==> config.mk <==
export PLATFORM = sky130hd
export DESIGN_NAME = integer_set_store_unit
export DESIGN_NICKNAME = d
export VERILOG_FILES = /design/src/iss_pkg.sv /design/src/iss_ram.sv /design/src/iss_ctrl.sv /design/src/integer_set_store_unit.sv
export VERILOG_INCLUDE_DIRS = /design/src /design/src/src
export SDC_FILE = /design/constraint.sdc
export NUM_CORES = 1
export LEC_CHECK = 0
export BUFFER_PORTS_ARGS = -buffer_cell sky130_fd_sc_hd__buf_4
export CAP_MARGIN = 10
export CORE_MARGIN = 2
export CORE_UTILIZATION = 45
export CTS_CLUSTER_DIAMETER = 200
export DETAILED_ROUTE_END_ITERATION = 7
export SLEW_MARGIN = 5
export SYNTH_ARGS = -nofsm -noshare
export SYNTH_HDL_FRONTEND = slang
export SYNTH_SLANG_ARGS = --single-unit
==> constraint.sdc <==
create_clock -name clk -period 4.8 [get_ports clk]
set_input_delay 0.72 -clock clk [delete_from_list [all_inputs] [get_ports clk]]
set_output_delay 0.72 -clock clk [all_outputs]
set_load 0.05 [all_outputs]
==> src/integer_set_store_unit_macros.svh <==
// Assertion macros for the integer set store unit.
`ifndef INTEGER_SET_STORE_UNIT_MACROS_SVH
`define INTEGER_SET_STORE_UNIT_MACROS_SVH

`ifndef SYNTHESIS

// Same-cycle implication, checked on every rising edge outside reset.
`define ISS_ASSERT_NOW(lbl, clk, rst_n, ante, cons) \
  lbl: assert property (@(posedge clk) disable iff (!rst_n) (ante) |-> (cons)) \
    else $error("assertion failed");

// Next-cycle implication, checked on every rising edge outside reset.
`define ISS_ASSERT_NEXT(lbl, clk, rst_n, ante, cons) \
  lbl: assert property (@(posedge clk) disable iff (!rst_n) (ante) |=> (cons)) \
    else $error("assertion failed");

`else

`define ISS_ASSERT_NOW(lbl, clk, rst_n, ante, cons)
`define ISS_ASSERT_NEXT(lbl, clk, rst_n, ante, cons)

`endif

`endif

==> src/iss_pkg.sv <==
// Shared constants, codes and structs of the integer set store unit.
package iss_pkg;

  localparam int DEPTH = 16;
  localparam int VW    = 32;
  localparam int IW    = 4;
  localparam int AW    = (DEPTH > 1) ? $clog2(DEPTH) : 1;
  localparam int CW    = $clog2(DEPTH + 1);
  localparam int XW    = (CW > IW) ? CW : IW;

  typedef enum logic [1:0] {
    OP_INSERT = 2'd0,
    OP_REMOVE = 2'd1,
    OP_READ   = 2'd2
  } op_t;

  typedef enum logic [1:0] {
    ST_DONE    = 2'd0,
    ST_SAME    = 2'd1,
    ST_REFUSED = 2'd2
  } status_t;

  typedef struct packed {
    logic          we;
    logic [AW-1:0] waddr;
    logic [VW-1:0] wdata;
    logic          re;
    logic [AW-1:0] raddr;
  } ram_req_t;

  typedef struct packed {
    status_t       status;
    logic [VW-1:0] read_data;
    logic [CW-1:0] member_count;
  } res_t;

endpackage

==> src/iss_ram.sv <==
// Generic single-write, single-read RAM with registered read data.
module iss_ram #(
  parameter int WIDTH = 32,
  parameter int DEPTH = 16
) (
  input  logic                                    clk,
  input  logic                                    wr_en,
  input  logic [((DEPTH > 1) ? $clog2(DEPTH) : 1)-1:0] wr_addr,
  input  logic [WIDTH-1:0]                        wr_data,
  input  logic                                    rd_en,
  input  logic [((DEPTH > 1) ? $clog2(DEPTH) : 1)-1:0] rd_addr,
  output logic [WIDTH-1:0]                        rd_data
);

  logic [WIDTH-1:0] mem_r [DEPTH];
  logic [WIDTH-1:0] rd_data_r;

  always_ff @(posedge clk) begin
    if (wr_en) begin
      mem_r[wr_addr] <= wr_data;
    end
    if (rd_en) begin
      rd_data_r <= mem_r[rd_addr];
    end
  end

  assign rd_data = rd_data_r;

endmodule

==> src/iss_ctrl.sv <==
// Sequencer of the set store: membership scan, compaction shift and indexed read.
module iss_ctrl
  import iss_pkg::*;
(
  input  logic          clk,
  input  logic          rst_n,
  input  logic          in_valid,
  input  logic [1:0]    in_opcode,
  input  logic [VW-1:0] in_value,
  input  logic [IW-1:0] in_index,
  output logic          idle,
  input  logic [VW-1:0] rd_data,
  output ram_req_t      ram_req,
  output logic          res_valid,
  output res_t          res,
  input  logic          res_take
);

  typedef enum logic [4:0] {
    S_IDLE  = 5'b00001,
    S_SCAN  = 5'b00010,
    S_SHIFT = 5'b00100,
    S_READ  = 5'b01000,
    S_RESP  = 5'b10000
  } state_t;

  state_t        state_r, state_nxt;
  op_t           op_r, op_nxt;
  logic [VW-1:0] value_r, value_nxt;
  logic [CW-1:0] ptr_r, ptr_nxt;
  logic          cmp_valid_r, cmp_valid_nxt;
  logic [AW-1:0] cmp_pos_r, cmp_pos_nxt;
  logic [CW-1:0] count_r, count_nxt;
  status_t       status_r, status_nxt;
  logic          issue;
  logic          match;

  assign issue = (ptr_r < count_r);
  assign match = cmp_valid_r && (rd_data == value_r);

  always_comb begin
    state_nxt     = state_r;
    op_nxt        = op_r;
    value_nxt     = value_r;
    ptr_nxt       = ptr_r;
    cmp_valid_nxt = cmp_valid_r;
    cmp_pos_nxt   = cmp_pos_r;
    count_nxt     = count_r;
    status_nxt    = status_r;
    ram_req       = '0;
    unique case (state_r)
      S_IDLE: begin
        if (in_valid) begin
          op_nxt        = op_t'(in_opcode);
          value_nxt     = in_value;
          ptr_nxt       = '0;
          cmp_valid_nxt = 1'b0;
          unique case (op_t'(in_opcode))
            OP_INSERT, OP_REMOVE: begin
              state_nxt = S_SCAN;
            end
            OP_READ: begin
              if (XW'(in_index) < XW'(count_r)) begin
                ptr_nxt   = CW'(in_index);
                state_nxt = S_READ;
              end else begin
                status_nxt = ST_REFUSED;
                state_nxt  = S_RESP;
              end
            end
            default: begin
              status_nxt = ST_REFUSED;
              state_nxt  = S_RESP;
            end
          endcase
        end
      end
      S_SCAN: begin
        if (match) begin
          if (op_r == OP_INSERT) begin
            status_nxt = ST_SAME;
            state_nxt  = S_RESP;
          end else begin
            // drop the read in flight, restart reading just above the hit
            ptr_nxt       = CW'(cmp_pos_r) + CW'(1);
            cmp_valid_nxt = 1'b0;
            state_nxt     = S_SHIFT;
          end
        end else if (!issue && !cmp_valid_r) begin
          if (op_r == OP_INSERT) begin
            if (count_r == CW'(DEPTH)) begin
              status_nxt = ST_REFUSED;
            end else begin
              ram_req.we    = 1'b1;
              ram_req.waddr = count_r[AW-1:0];
              ram_req.wdata = value_r;
              count_nxt     = count_r + CW'(1);
              status_nxt    = ST_DONE;
            end
          end else begin
            status_nxt = ST_SAME;
          end
          state_nxt = S_RESP;
        end else begin
          ram_req.re    = issue;
          ram_req.raddr = ptr_r[AW-1:0];
          cmp_valid_nxt = issue;
          cmp_pos_nxt   = ptr_r[AW-1:0];
          if (issue) begin
            ptr_nxt = ptr_r + CW'(1);
          end
        end
      end
      S_SHIFT: begin
        if (cmp_valid_r) begin
          ram_req.we    = 1'b1;
          ram_req.waddr = cmp_pos_r - AW'(1);
          ram_req.wdata = rd_data;
        end
        if (!issue && !cmp_valid_r) begin
          count_nxt  = count_r - CW'(1);
          status_nxt = ST_DONE;
          state_nxt  = S_RESP;
        end else begin
          ram_req.re    = issue;
          ram_req.raddr = ptr_r[AW-1:0];
          cmp_valid_nxt = issue;
          cmp_pos_nxt   = ptr_r[AW-1:0];
          if (issue) begin
            ptr_nxt = ptr_r + CW'(1);
          end
        end
      end
      S_READ: begin
        ram_req.re    = 1'b1;
        ram_req.raddr = ptr_r[AW-1:0];
        status_nxt    = ST_DONE;
        state_nxt     = S_RESP;
      end
      S_RESP: begin
        if (res_take) begin
          state_nxt = S_IDLE;
        end
      end
      default: begin
        state_nxt = S_IDLE;
      end
    endcase
  end

  always_ff @(posedge clk) begin
    if (!rst_n) begin
      state_r     <= S_IDLE;
      count_r     <= '0;
      cmp_valid_r <= 1'b0;
    end else begin
      state_r     <= state_nxt;
      count_r     <= count_nxt;
      cmp_valid_r <= cmp_valid_nxt;
    end
  end

  always_ff @(posedge clk) begin
    op_r      <= op_nxt;
    value_r   <= value_nxt;
    ptr_r     <= ptr_nxt;
    cmp_pos_r <= cmp_pos_nxt;
    status_r  <= status_nxt;
  end

  assign idle      = (state_r == S_IDLE);
  assign res_valid = (state_r == S_RESP);

  always_comb begin
    res.status       = status_r;
    res.member_count = count_r;
    res.read_data    = ((op_r == OP_READ) && (status_r == ST_DONE)) ? rd_data : '0;
  end

endmodule

==> src/integer_set_store_unit.sv <==
// Top level of the integer set store unit: sequencer, entry RAM and result register.
//
// Keeps a set of up to DEPTH distinct signed 32-bit values in insertion order.
// Input channel (in_valid/in_stall): one beat carries opcode, value and index;
//   insert appends a value not yet present, remove deletes a value and closes
//   the gap, read returns the entry at index. Every beat gives one result.
// Result channel (out_valid/out_stall): status, read data and member count.
// Path from accept to out_valid:
//   read: one RAM read; refused opcode or out-of-range index: straight to the result;
//   insert or remove that misses: a scan over all entries,
//   one RAM read and one compare per entry;
//   insert or remove that hits: the scan up to the hit; a remove then runs the
//   compaction, which moves one entry per cycle through the same RAM ports.
// The single read port of the entry RAM and the one comparator set the rate.
// One item is in work at a time: in_stall stays high from accept until the
// result is loaded into the output register, so the next beat can be taken
// once that load is done, even while the receiver stalls; a second result
// then waits in the sequencer.
// Reset empties the set (count zero); entry contents are not cleared.
module integer_set_store_unit
  import iss_pkg::*;
(
  input  logic                 clk,
  input  logic                 rst_n,
  input  logic                 in_valid,
  output logic                 in_stall,
  input  logic [1:0]           in_opcode,
  input  logic signed [VW-1:0] in_value,
  input  logic [IW-1:0]        in_index,
  output logic                 out_valid,
  input  logic                 out_stall,
  output logic [1:0]           out_status,
  output logic signed [VW-1:0] out_read_data,
  output logic [CW-1:0]        out_member_count
);

`include "integer_set_store_unit_macros.svh"

  logic          idle;
  ram_req_t      ram_req;
  logic [VW-1:0] rd_data;
  logic          res_valid;
  res_t          res;
  logic          res_take;
  logic          out_valid_r, out_valid_nxt;
  res_t          out_res_r;

  // Take a new beat only when the sequencer sits idle.
  assign in_stall = !idle;

  iss_ctrl u_ctrl (
    .clk       (clk),
    .rst_n     (rst_n),
    .in_valid  (in_valid),
    .in_opcode (in_opcode),
    .in_value  (in_value),
    .in_index  (in_index),
    .idle      (idle),
    .rd_data   (rd_data),
    .ram_req   (ram_req),
    .res_valid (res_valid),
    .res       (res),
    .res_take  (res_take)
  );

  iss_ram #(
    .WIDTH (VW),
    .DEPTH (DEPTH)
  ) u_entries (
    .clk     (clk),
    .wr_en   (ram_req.we),
    .wr_addr (ram_req.waddr),
    .wr_data (ram_req.wdata),
    .rd_en   (ram_req.re),
    .rd_addr (ram_req.raddr),
    .rd_data (rd_data)
  );

  // Load the result register when it is empty or draining this cycle.
  assign res_take = res_valid && (!out_valid_r || !out_stall);

  always_comb begin
    out_valid_nxt = out_valid_r;
    if (out_valid_r && !out_stall) begin
      out_valid_nxt = 1'b0;
    end
    if (res_take) begin
      out_valid_nxt = 1'b1;
    end
  end

  always_ff @(posedge clk) begin
    if (!rst_n) begin
      out_valid_r <= 1'b0;
    end else begin
      out_valid_r <= out_valid_nxt;
    end
  end

  // Hold the payload while stalled; advance only on a load.
  always_ff @(posedge clk) begin
    if (res_take) begin
      out_res_r <= res;
    end
  end

  assign out_valid        = out_valid_r;
  assign out_status       = out_res_r.status;
  assign out_read_data    = out_res_r.read_data;
  assign out_member_count = out_res_r.member_count;

  // An accepted beat always leaves the sequencer busy on the next cycle.
  `ISS_ASSERT_NEXT(a_busy_after_accept, clk, rst_n, in_valid && !in_stall, in_stall)
  // The member count never passes the capacity.
  `ISS_ASSERT_NOW(a_count_bound, clk, rst_n, out_valid, out_member_count <= CW'(DEPTH))
  // Only a successful read carries data.
  `ISS_ASSERT_NOW(a_data_zero, clk, rst_n, out_valid && (out_status != ST_DONE), out_read_data == '0)
  // A result is offered only while the sequencer is busy with its item.
  `ISS_ASSERT_NOW(a_res_busy, clk, rst_n, res_valid, !idle)

endmodule

=== Word level (Yosys, flattened, before mapping) ===
Memories as Yosys holds them, arrays and structs flattened. A register that Yosys moved wholly into a read port is not among the register bits.
Cells that the tools add are included.

* Order comparisons: 2
* Eq/ne operators: 22
* Reduce and logical (&&, ||, !) cells: 25
* Bitwise gates (word level): 0
* Shift operators: 0
* Multiplexer cells: 52
* $mul: 0
* Divide/modulo/power cells: 0
* $add $sub $neg: 5

{| class="wikitable"
|+ Operator list
! operator !! count
|-
| $mux 37 || 4
|-
| $mux 5 || 18
|-
| $pmux 37 s2 || 1
|-
| $mux 42 || 1
|-
| $eq 32x32->1 || 1
|-
| $pmux 5 s3 || 2
|-
| $pmux 5 s5 || 1
|-
| $pmux 5 s2 || 2
|-
| $mux 2 || 8
|-
| $mux 4 || 3
|-
| $add 5x1->5 const B || 2
|-
| $eq 5x5->1 const B || 2
|-
| $ne 3x3->1 const B || 3
|-
| $mux 1 || 8
|-
| $ne 2x1->1 const B || 4
|-
| $ne 2x2->1 const B || 4
|-
| $pmux 2 s4 || 1
|-
| $pmux 4 s2 || 1
|-
| $reduce_and 7->1 || 1
|-
| $logic_not 2->1 || 3
|-
| $reduce_and 2->1 || 3
|-
| $reduce_and 6->1 || 1
|-
| $add 4x1->5 const B || 1
|-
| $eq 5x1->1 const B || 1
|-
| 20 further kinds || 30
|}

* RAM bits: 512
* Logic and storage cells: 119
* Register bits after elaboration: 96
* Bits in read-only memories: 0
* Output and inout bits: 41
* Bits of input ports: 42
* Bits in latches: 0
* Memories: 1

{| class="wikitable"
|+ Memories
! name !! depth !! bits a word !! read ports !! clocked after Yosys merged registers in !! write ports !! RTL line !! RTL
|-
| u_entries.mem_r || 16 || 32 || 1 || 1 || 1 || iss_ram.sv:15 || <nowiki>logic [WIDTH-1:0] mem_r [DEPTH];</nowiki>
|}

=== Logic depth before layout (Yosys ltp) ===
Gate-level depths: netlist of the first run.

* Word-level depth: 8
* Depth in mapped cells: 10
* Gate-level depth less buffers: 9

=== Modules after synthesis ===
Synthesis of the first run repeated with hierarchy kept, for this count alone.

* Cell total of the unflattened synthesis: 1219
* Area total of the unflattened synthesis: 24950.2 sq um

{| class="wikitable"
|+ By module, submodules not included
! module !! area an instance (sq um) !! instances !! cells each !! sequential area each (sq um)
|-
| iss_ram || 20155.6 || 1 || 838 || 16335.7
|-
| iss_ctrl || 3580.9 || 1 || 337 || 1571.5
|-
| integer_set_store_unit || 1213.7 || 1 || 44 || 1191.1
|}

=== Worst setup path before layout of the first run ===
OpenSTA, ideal clock, no wires.

* Kind: register -> register
* Start point: register u_ctrl.count_r[1]
* End point: memory u_entries.mem_r[11][0] (enable)
* Stages on the path, launching flop included: 11
* Setup slack: 1.002 ns
* Library setup time: 0.421 ns
* Data required time: 4.379 ns
* Clock period less this slack: 3.798 ns
* Data arrival time: 3.377 ns
* Buffers on the path: 1
* Cells stage by stage: dfxtp_1 inv_1 ha_1 or3b_1 a21oi_1 or3_1 clkbuf_1 o22ai_1 nor2_1 nand2_1 nor2_1

* Word-level cells in the longest chain between the ends: 8
* Elaborated cells between the ends (all ways): 11
* Those cells by class: 1 x order compare; 1 x eq/ne; 7 x mux; 2 x reduce/logical

{| class="wikitable"
|+ RTL lines
! item !! RTL line !! RTL
|-
| from (decl) || iss_ctrl.sv:33 || <nowiki>logic [CW-1:0] count_r, count_nxt;</nowiki>
|-
| from (signal assigned) || iss_ctrl.sv:158 || <nowiki>count_r <= count_nxt;</nowiki>
|-
| $lt 5x5->1 or $eq 5x5->1 (tied branches) || iss_ctrl.sv:38, iss_ctrl.sv:91 ||
|-
| $logic_not 1->1 or $mux 37 (tied branches) || iss_ctrl.sv:89, iss_ctrl.sv:91 ||
|-
| $logic_and 1x1->1 or $mux 37 (tied branches) || iss_ctrl.sv:89, iss_ctrl.sv:90 ||
|-
| $mux 37 * || iss_ctrl.sv:89 || <nowiki>end else if (!issue && !cmp_valid_r) begin</nowiki>
|-
| $mux 42 * || iss_ctrl.sv:79 || <nowiki>if (match) begin</nowiki>
|-
| $pmux 37 s2 * || iss_ctrl.sv:51 || <nowiki>unique case (state_r)</nowiki>
|-
| $mux 1 || iss_ram.sv:19 || <nowiki>if (wr_en) begin</nowiki>
|-
| $mux 1 (not written as such) || iss_ram.sv:20 || <nowiki>mem_r[wr_addr] <= wr_data;</nowiki>
|-
| to (decl) || iss_ram.sv:15 ||
|}

Mark *: on every way between the ends. The rest lies on a longest branch, timed or not.

=== Final worst setup path of the first run ===
* Start point: register u_ctrl.ptr_r[3]
* End point: memory u_entries.mem_r[12][7] (enable)

* Word-level cells in the longest chain between the ends: 8

{| class="wikitable"
|+ RTL lines
! item !! RTL line !! RTL
|-
| from (decl) || iss_ctrl.sv:30 || <nowiki>logic [CW-1:0] ptr_r, ptr_nxt;</nowiki>
|-
| from (signal assigned) || iss_ctrl.sv:166 || <nowiki>ptr_r <= ptr_nxt;</nowiki>
|-
| $lt 5x5->1 * || iss_ctrl.sv:38 || <nowiki>assign issue = (ptr_r < count_r);</nowiki>
|-
| $logic_not 1->1 * || iss_ctrl.sv:89 ||
|-
| $logic_and 1x1->1 * || iss_ctrl.sv:89 ||
|-
| $mux 37 * || iss_ctrl.sv:89 ||
|-
| $mux 42 * || iss_ctrl.sv:79 ||
|-
| $pmux 37 s2 * || iss_ctrl.sv:51 ||
|-
| $mux 1 || iss_ram.sv:19 ||
|-
| $mux 1 (not written as such) || iss_ram.sv:20 ||
|}

Marked as above.

==> impl_metrics.tcl, run 1 <==
set metrics [dict create \
    hold_path.class "in2reg" \
    slowest_delay_ns 0.91 \
    initial_core_util_pct 45.7 \
    p_per_area_mw_per_mm2 407 \
    cts_resized 0 \
    synth_top_area_share_pct 74.6 \
    clock_sinks 640 \
    drc 0 \
    synth_most_common_cell "edfxtp_1" \
    dp_hpwl_mm 36.6 \
    grt_pass1_wl_mm 92.3 \
    synth_compound_area_share_pct 7.07 \
    worstMarginPinSlew_ns 1.11 \
    fmax_mhz 258 \
    setup.worst_path.end_class "flop" \
    routabilityCongestion 0.830 \
    grt.total_usage_pct 22.4 \
    area.growth.synth_to_final_pct 15.9 \
    final_nets 1589 \
    cts_tree "yes" \
    netlist_area_mm2 0.0253 \
    avgSynthCellArea_um2 17.8 \
    grt_pass1_vias 13500 \
    port_buffers 82 \
    ys_seq_area_share_pct 75.5 \
    slew_headroom_pct 25.9 \
    syn-num-nets 1480 \
    criticalPathCategory "reg2reg" \
    routed_via_density 5.86 \
    post-route-util_pct 53.0 \
    critPathTopFamily "simple AND/OR/NAND/NOR gates" \
    cp.buffers_inverters 1 \
    status "complete, no violations" \
    routed_wirelength_mm 64.1 \
    vias 13700 \
    grt-ovfl-total 0 \
    dpl_cell_area_mm2 0.0270 \
    synth_async_sr_flop_share_pct 0 \
    synth-main-ff-cell "edfxtp_1" \
    insertion_delay_ns 0.61 \
    postCtsSetupBuffers 0 \
    synth_fa_ha_area_share_pct 0.723 \
    cts_hold_buf 0 \
    cp-start-kind "flop" \
    synth_top_family_by_area "multiplexers" \
    antenna_found_initial 4 \
    crit_path_top_delay_cell "nor2_4" \
    clk_pin_slew_ns 0.06 \
    synth_edf_count 628 \
    cp_max_fo 23 \
    finalHoldViolations 0 \
    drive_above_1_share_pct 19.9 \
    maxSlewViolCount 0 \
    antennaDiodeCount 0 \
    rows 86 \
    min_period_ns 3.88 \
    die_h_um 241 \
    whs_ns 0.285 \
    dieArea_mm2 0.0581 \
    h-tree-depth 3 \
    tns_ns 0 \
    cts_inserted_buffers 68 \
    io_pins 83 \
    worst_slack_ns 0.919 \
    irDropWorstVdd_mv 0.266 \
    required_ns 5.10 \
    wl_per_cell_um 27.5 \
    setup_violations 0 \
    drtAntennaViolNets 0 \
    path_cells "ha_1 -> o211a_1 -> a21oi_1 -> or3_1 -> o22ai_1 -> nand2_1 -> nor2_4 -> buf_4" \
    synthXorXnorAreaFrac_pct 1.59 \
    synthTopCellsByArea "edfxtp_1 (75%), mux4_2 (5.9%), mux2i_1 (3.7%), o22ai_1 (1.7%), a21oi_1 (1.5%)" \
    yosysTopAreaCell "edfxtp_1" \
    die_width_um 241 \
    core_area_mm2 0.0553 \
    post-route-period-util_pct 80.8 \
    max_cap_viol_count 0 \
    critPathArrivalTime_ns 4.18 \
    drt_iter0_markers 1475 \
    cts_buffer_depth 3 \
    rsz0062_at_grt "false" \
    cts_root_buf "clkbuf_16" \
    stdcell_area_mm2 0.0293 \
    synth_common_cells "edfxtp_1 (628), mux2i_1 (93), a21oi_1 (76), o22ai_1 (69), mux4_2 (66)" \
    ys_types 57 \
    grt_max_degree 137 \
    first_pass_iters 5 \
    pre_cts_ws_ns 0.963 \
    synth_mux_area_share_pct 9.70 \
    finClkSkew_ns 0.0231 \
    syn_inst 1424 \
    yosys_register_bits 640 \
    synth_warnings 0 \
    p_leak_nw 9.83 \
    synth_simple_gate_area_share_pct 3.81 \
]
layout by cell type (no fill, tap or decap), types with 15 or more instances in the layout:
cell / instances
a21o_1: 33
nor2_1: 44
buf_4: 100
edfxtp_1: 628
o21ai_1: 29
mux4_2: 66
nand2_1: 53
mux2i_1: 93
o22ai_1: 69
a21oi_1: 75
xor2_1: 22
clkinv_2: 15
a22o_1: 32
clkbuf_16: 70
xnor2_1: 24
and2_1: 35
nor2_4: 17
metal layers:
metal  global-route usage [%]  vias to the layer above  part of all wire, %
met4                     7.86                        4                  3.0
met1                     31.7                     7098                   43
met3                     4.72                      125                  7.3
met5                        0                        -                0.036
met2                     34.7                      563                   47
li1                         -                     5895                    -
worst reg2reg max path, cell delays in order, from the launching register on:
cell and delay, ns:
edfxtp_1 0.57, ha_1 0.41, o211a_1 0.17, a21oi_1 0.11
or3_1 0.46, o22ai_1 0.32, nand2_1 0.30, nor2_4 0.91
buf_4 0.32
power by group:
part,internal (mW),switching (mW)
registers,6.09,0.0355
logic,0.183,0.297
clock network,3.16,2.14
sequential cells by signal (all words and copies together) (netlist names):
signal	cells
u_ctrl.count_r	5
u_ctrl.cmp_pos_r	4
u_entries.rd_data	32
out_read_data	32
u_ctrl.op_r	2
u_ctrl.cmp_valid_r	1
u_ctrl.ptr_r	5
u_ctrl.value_r	32
u_ctrl.state_r	5
u_ctrl.status_r	2
out_member_count	5
out_status	2
u_entries.mem_r	512
out_valid	1
path summary, 6_finish.rpt:
path                      startpoint  depth (start not counted)  slack (ns)                endpoint
hold reg to reg   u_ctrl.status_r[0]                          0        0.49           out_status[0]
setup / recovery     u_ctrl.ptr_r[3]                          8        0.92  u_entries.mem_r[12][7]
setup reg to reg     u_ctrl.ptr_r[3]                          8        0.92  u_entries.mem_r[12][7]
hold / removal          in_value[19]                          1        0.28      u_ctrl.value_r[19]
layout make-up:
class / instances / area (um^2)
tap: 748 / 936
sequential: 640 / 19100
multi-input combinational: 695 / 5940
clock buffer: 82 / 1800
inverter: 15 / 56.3
timing repair buffer: 113 / 1010
clock inverter: 42 / 450
fill: 4458 / 26000
metrics by stage:
step | power [mW] | std cells
3_3_place_gp | 6.73 | 2211
3_5_place_dp | 6.73 | 2211
5_1_grt | 12.2 | 2335
6_report | 11.9 | 2335
4_1_cts | 12.0 | 2335
2_1_floorplan | 6.51 | 1424
kinds of logic after synthesis:
| kind of cell | Yosys count |
|---|---|
| AO/OA/AOI/OAI | 275 |
| XOR/XNOR | 46 |
| adder cells (fa/ha/maj) | 14 |
| buffers and inverters | 89 |
| flip-flops | 640 |
| multiplexers | 162 |
| AND/OR/NAND/NOR | 198 |
(Power assumes the default switching activity.)
==> run 2, diff against run 1 <==
Settings changed: ABC_AREA from default to 1.
Clock period 4.8 ns to 3.9 ns, I/O delays scaled along.
==> impl_metrics.tcl, run 2 <==
set metrics [dict create \
    status "complete, no violations" \
    required_ns 4.22 \
    post-route-period-util_pct 89.3 \
    reg2reg_to "u_entries.rd_data[1]" \
    drtAntennaViolNets 0 \
    pre_cts_ws_ns 0.425 \
    final_nets 2891 \
    netlist_area_mm2 0.0289 \
    drc 0 \
    irDropWorstVdd_mv 0.340 \
    crit_top_cell "nand2_1" \
    worst_slack_ns 0.419 \
    rr_worst_depth 15 \
    tns_ns 0 \
    avgSynthCellArea_um2 10.6 \
    setup.worst_path.end_class "flop" \
    crit_path_top_delay_cell "a21boi_1" \
    layout.cells.most_common_list "nand3_1 (643), edfxtp_1 (628), inv_1 (520)" \
    fill_cells 5494 \
    largest_reg_flops 512 \
    cts_inserted_buffers 69 \
    path_cells "ha_1 -> nand2_1 -> nor2_1 -> nand2_1 -> nand3_2 -> nand2_2 -> a21boi_1 -> nand2_8 -> nand2_8 -> buf_12 -> nand2_1 -> nand3_1 -> nand3_1 -> nand3_1 -> nand2_1" \
    clk_pin_slew_ns 0.06 \
    die_h_um 258 \
    critPathArrivalTime_ns 3.80 \
    dp_hpwl_mm 47.2 \
    syn-num-nets 2783 \
    p_leak_nw 13.7 \
    ys_seq_area_share_pct 66.0 \
    worstSetupEndpoint "u_entries.rd_data[1]" \
    dpl_cell_area_mm2 0.0311 \
    cts_tree "yes" \
    grt_pass1_wl_mm 122 \
    cp-start-kind "flop" \
    largest-register "u_entries.mem_r" \
    core_area_mm2 0.0633 \
    antennaDiodeCount 0 \
    cts_resized 0 \
    insertion_delay_ns 0.61 \
    p_per_area_mw_per_mm2 458 \
    min_period_ns 3.48 \
    setup_violations 0 \
    drive_above_1_share_pct 11.4 \
    hold_path.class "in2reg" \
    ys_types 37 \
    port_buffers 82 \
    antenna_found_initial 1 \
    clock_sinks 640 \
    postCtsSetupBuffers 0 \
    synthTopCellsByArea "edfxtp_1 (65%), nand3_1 (11%), inv_1 (6.7%), nand2_1 (5.5%), nand3b_1 (2.3%)" \
    wl_per_cell_um 21.9 \
    pwr-share-comb_pct 6.3 \
    synth_common_cells "nand3_1 (644), edfxtp_1 (628), inv_1 (520), nand2_1 (424), nor2_1 (95)" \
    yosysTopAreaCell "edfxtp_1" \
    fin_total_pwr_mw 15.3 \
    die_width_um 258 \
    first_pass_iters 5 \
    area.growth.synth_to_final_pct 15.2 \
    initial_core_util_pct 45.7 \
    synth_warnings 0 \
    drt_iter0_markers 2238 \
    routabilityCongestion 0.942 \
    fmax_mhz 287 \
    cts_root_buf "clkbuf_16" \
    finClkSkew_ns 0.0271 \
    rsz0062_at_grt "false" \
    rows 92 \
    worstMarginPinSlew_ns 1.21 \
    cts_buffer_depth 3 \
    finalHoldViolations 0 \
    seq_power_share_pct 51.2 \
    critPathLaunch "u_ctrl.ptr_r[2]" \
    dieArea_mm2 0.0663 \
    r2r_slack_ns 0.42 \
    slowest_delay_ns 0.51 \
    sw_frac_of_total_pct 23.2 \
    synth-main-ff-cell "edfxtp_1" \
    final_common_cell "nand3_1" \
    io_pins 83 \
    power_switching_mw 3.53 \
    h-tree-depth 3 \
    routed_via_density 5.40 \
    stdcell_area_mm2 0.0333 \
    grt.total_usage_pct 24.5 \
    synth_edf_count 628 \
    grt-ovfl-total 0 \
    criticalPathCategory "reg2reg" \
    syn_inst 2727 \
    synth_top_area_share_pct 65.2 \
    vias 20200 \
    synth_async_sr_flop_share_pct 0 \
    pwr-share-clk_pct 42.5 \
    regArea_mm2 0.0191 \
    yosys_register_bits 640 \
    grt_pass1_vias 19200 \
    internal_power_mw 11.7 \
    multiInputGateArea_mm2 0.00724 \
    maxSlewViolCount 0 \
    cts_hold_buf 0 \
    max_cap_viol_count 0 \
    grt_max_degree 96 \
    cp_max_fo 45 \
    synth_most_common_cell "nand3_1" \
    slew_headroom_pct 19.6 \
    r2r-start "u_ctrl.ptr_r[2]" \
    routed_wirelength_mm 81.6 \
]
[run 2: how the worst min path moves through the flow]
stage,slack [ns],start,endpoint,depth (start not counted)
finish,0.15,in_value[28],u_ctrl.value_r[28],1
global route,0.15,in_value[28],u_ctrl.value_r[28],1
CTS,0.12,in_value[28],u_ctrl.value_r[28],1
detailed placement,0.44,u_ctrl.status_r[0],out_status[0],0
global placement,0.44,u_ctrl.status_r[1],out_status[1],0
floorplan,0.43,u_ctrl.status_r[1],out_status[1],0
[run 2: final cells by class]
type                    instances  share of cell area, %
clock inverters                40                   1.20
well taps                     846                   3.18
multi-input cells            1414                   21.7
repair buffers                175                   5.09
clock buffers                  83                   5.43
flip-flops and latches        640                   57.3
inverters                     535                   6.04
[run 2: per-layer routing]
metal	GRT usage [%]	up-vias	part of all wire [%]
li1	-	9372	-
met1	34.6	9768	43
met2	37.8	885	45
met3	5.16	142	8.8
met4	7.84	4	2.7
met5	0.855	-	0.12
[run 2: kinds of logic (layout without fill, tap and decap cells)]
family / after synthesis / count (layout) / synth area share (%)
adder cells (fa/ha/maj): 14 / 14 / 0.632
AO/OA/AOI/OAI: 80 / 80 / 1.64
buffers and inverters: 673 / 833 / 9.64
XOR/XNOR: 22 / 22 / 0.666
AND/OR/NAND/NOR: 1298 / 1298 / 21.4
flip-flops: 640 / 640 / 66.0
[run 2: worst max-delay path: cells and delay by family (launching register included)]
family                     cells  cell delay [ns]
and+or+nand+nor               12             1.54
AOI/OAI and AO/OA              1             0.51
DFF                            1             0.50
adders and majority gates      1             0.34
buffers and inverters          1             0.26
[run 2: stage by stage]
step / cells / hold WS (ns) / utilization [%]
after floorplan: 2727 / 0.427 / -
after global placement: 3606 / 0.435 / 49.0
after detailed placement: 3607 / 0.442 / 49.0
after global routing: 3733 / 0.147 / 52.6
after CTS: 3730 / 0.124 / 52.5
final: 3733 / 0.152 / 52.6
[run 2: power by group through the flow]
stage	clock [mW]	sequential, mW	combinational (mW)
final	6.49	7.81	0.967
after detailed placement	0	7.94	0.955
after floorplan	0	7.92	0.608
after global placement	0	7.95	0.953
after global routing	6.81	7.82	1.06
after CTS	6.58	7.80	0.961
==> run 3, diff against run 2 <==
Settings changed: REMOVE_ABC_BUFFERS from default to 1.
==> impl_metrics.tcl, run 3 (synthesis gave the netlist of run 2 again) <==
set metrics [dict create \
    status "complete, no violations" \
    tns_ns 0 \
    initial_core_util_pct 45.7 \
    max_cap_viol_count 0 \
    setup.worst_path.end_class "flop" \
    postCtsSetupBuffers 0 \
    fin_total_pwr_mw 15.8 \
    cts_resized 0 \
    cts_tree "yes" \
    antenna_found_initial 0 \
    die_h_um 258 \
    pre_cts_ws_ns 0.345 \
    grt.busiest_layer "met2" \
    routed_via_density 5.50 \
    core_area_mm2 0.0633 \
    grt_pass1_vias 19500 \
    wl_per_cell_um 22.9 \
    grt_max_degree 87 \
    largest_reg_flops 512 \
    final_nets 2891 \
    use_met3_pct 5.05 \
    cts_hold_buf 0 \
    grt_pass1_wl_mm 126 \
    largest-register "u_entries.mem_r" \
    h-tree-depth 3 \
    vias 20500 \
    drive_above_1_share_pct 11.8 \
    cts_inserted_buffers 70 \
    routabilityCongestion 0.888 \
    antennaDiodeCount 0 \
    cts_buffer_depth 3 \
    drt_iter0_markers 2357 \
    met2_usage_pct 39.6 \
    dpl_cell_area_mm2 0.0309 \
    die_width_um 258 \
    irDropWorstVdd_mv 0.364 \
    dp_hpwl_mm 48.3 \
    first_pass_iters 6 \
    grt.total_usage_pct 25.7 \
    routed_wirelength_mm 85.5 \
    post-route-util_pct 52.7 \
    grtUsageMet1_pct 37.1 \
    dieArea_mm2 0.0663 \
    criticalPathCategory "reg2reg" \
    rows 92 \
    rsz0062_at_grt "false" \
    layout.cells.most_common_list "nand3_1 (643), edfxtp_1 (628), inv_1 (520)" \
    slew_headroom_pct 17.5 \
    io_pins 83 \
    finalHoldViolations 0 \
    clk_pin_slew_ns 0.06 \
    port_buffers 82 \
    finClkSkew_ns 0.0183 \
    hold_path.class "in2reg" \
    cts_root_buf "clkbuf_16" \
    worstMarginPinSlew_ns 1.24 \
    maxSlewViolCount 0 \
    fill_cells 5518 \
    p_leak_nw 13.7 \
    grt-ovfl-total 0 \
    final_common_cell "nand3_1" \
    cp_max_fo 32 \
    insertion_delay_ns 0.62 \
    worst_slack_ns 0.299 \
    drtAntennaViolNets 0 \
    drc 0 \
    fmax_mhz 278 \
    setup_violations 0 \
    post-route-period-util_pct 92.3 \
    cp-start-kind "flop" \
    area.growth.synth_to_final_pct 15.4 \
    stdcell_area_mm2 0.0334 \
    clock_sinks 640 \
    critPathArrivalTime_ns 3.98 \
    min_period_ns 3.60 \
    required_ns 4.28 \
    p_per_area_mw_per_mm2 473 \
]
-- run 3: per-layer routing --
layer | wire length, um | vias to the layer above
met1 | 36300 | 10000
met4 | 2100 | 0
met2 | 39000 | 994
met5 | 0 | -
li1 | - | 9368
met3 | 8100 | 138
-- run 3: layout make-up --
class / count / area, um^2 / area share [%]
clock inverter: 42 / 505 / 1.51
multi-input combinational: 1414 / 7240 / 21.7
timing repair buffer: 174 / 1580 / 4.74
inverter: 535 / 2010 / 6.03
sequential: 640 / 19100 / 57.2
tap: 846 / 1060 / 3.17
clock buffer: 85 / 1880 / 5.64
-- run 3: worst paths after layout --
check,startpoint,end,slack (ns),cells past startpoint
hold reg to reg,u_ctrl.status_r[0],out_status[0],0.46,0
hold / removal,in_value[18],u_ctrl.value_r[18],0.14,1
setup reg to reg,u_ctrl.value_r[8],u_entries.rd_data[5],0.30,15
setup / recovery,u_ctrl.value_r[8],u_entries.rd_data[5],0.30,15
-- run 3: through the flow --
| step | cells | hold WS (ns) |
|---|---|---|
| 3_5_place_dp | 3604 | 0.442 |
| 2_1_floorplan | 2589 | 0.427 |
| 4_1_cts | 3731 | 0.117 |
| 5_1_grt | 3736 | 0.118 |
| 3_3_place_gp | 3604 | 0.437 |
| 6_report | 3736 | 0.138 |
-- run 3: critical path, stage by stage, from the launching register on --
cell      delay (ns)
edfxtp_1        0.43
xnor2_1         0.62
nand2_1         0.12
nor2_1          0.13
nand2_1         0.06
nor2_1          0.16
nand3_2         0.20
nand2_1         0.30
nand2_8         0.21
nand2_8         0.32
buf_4           0.33
nand2_1         0.09
nand3_1         0.07
nand3_1         0.10
nand3_1         0.11
nand2_1         0.06
-- run 3: power breakdown --
group / switching [mW] / total [mW] / internal (mW)
Clock: 2.75 / 6.93 / 4.18
Combinational: 0.757 / 1.05 / 0.290
Sequential: 0.142 / 7.80 / 7.66
Total: 3.65 / 15.8 / 12.1
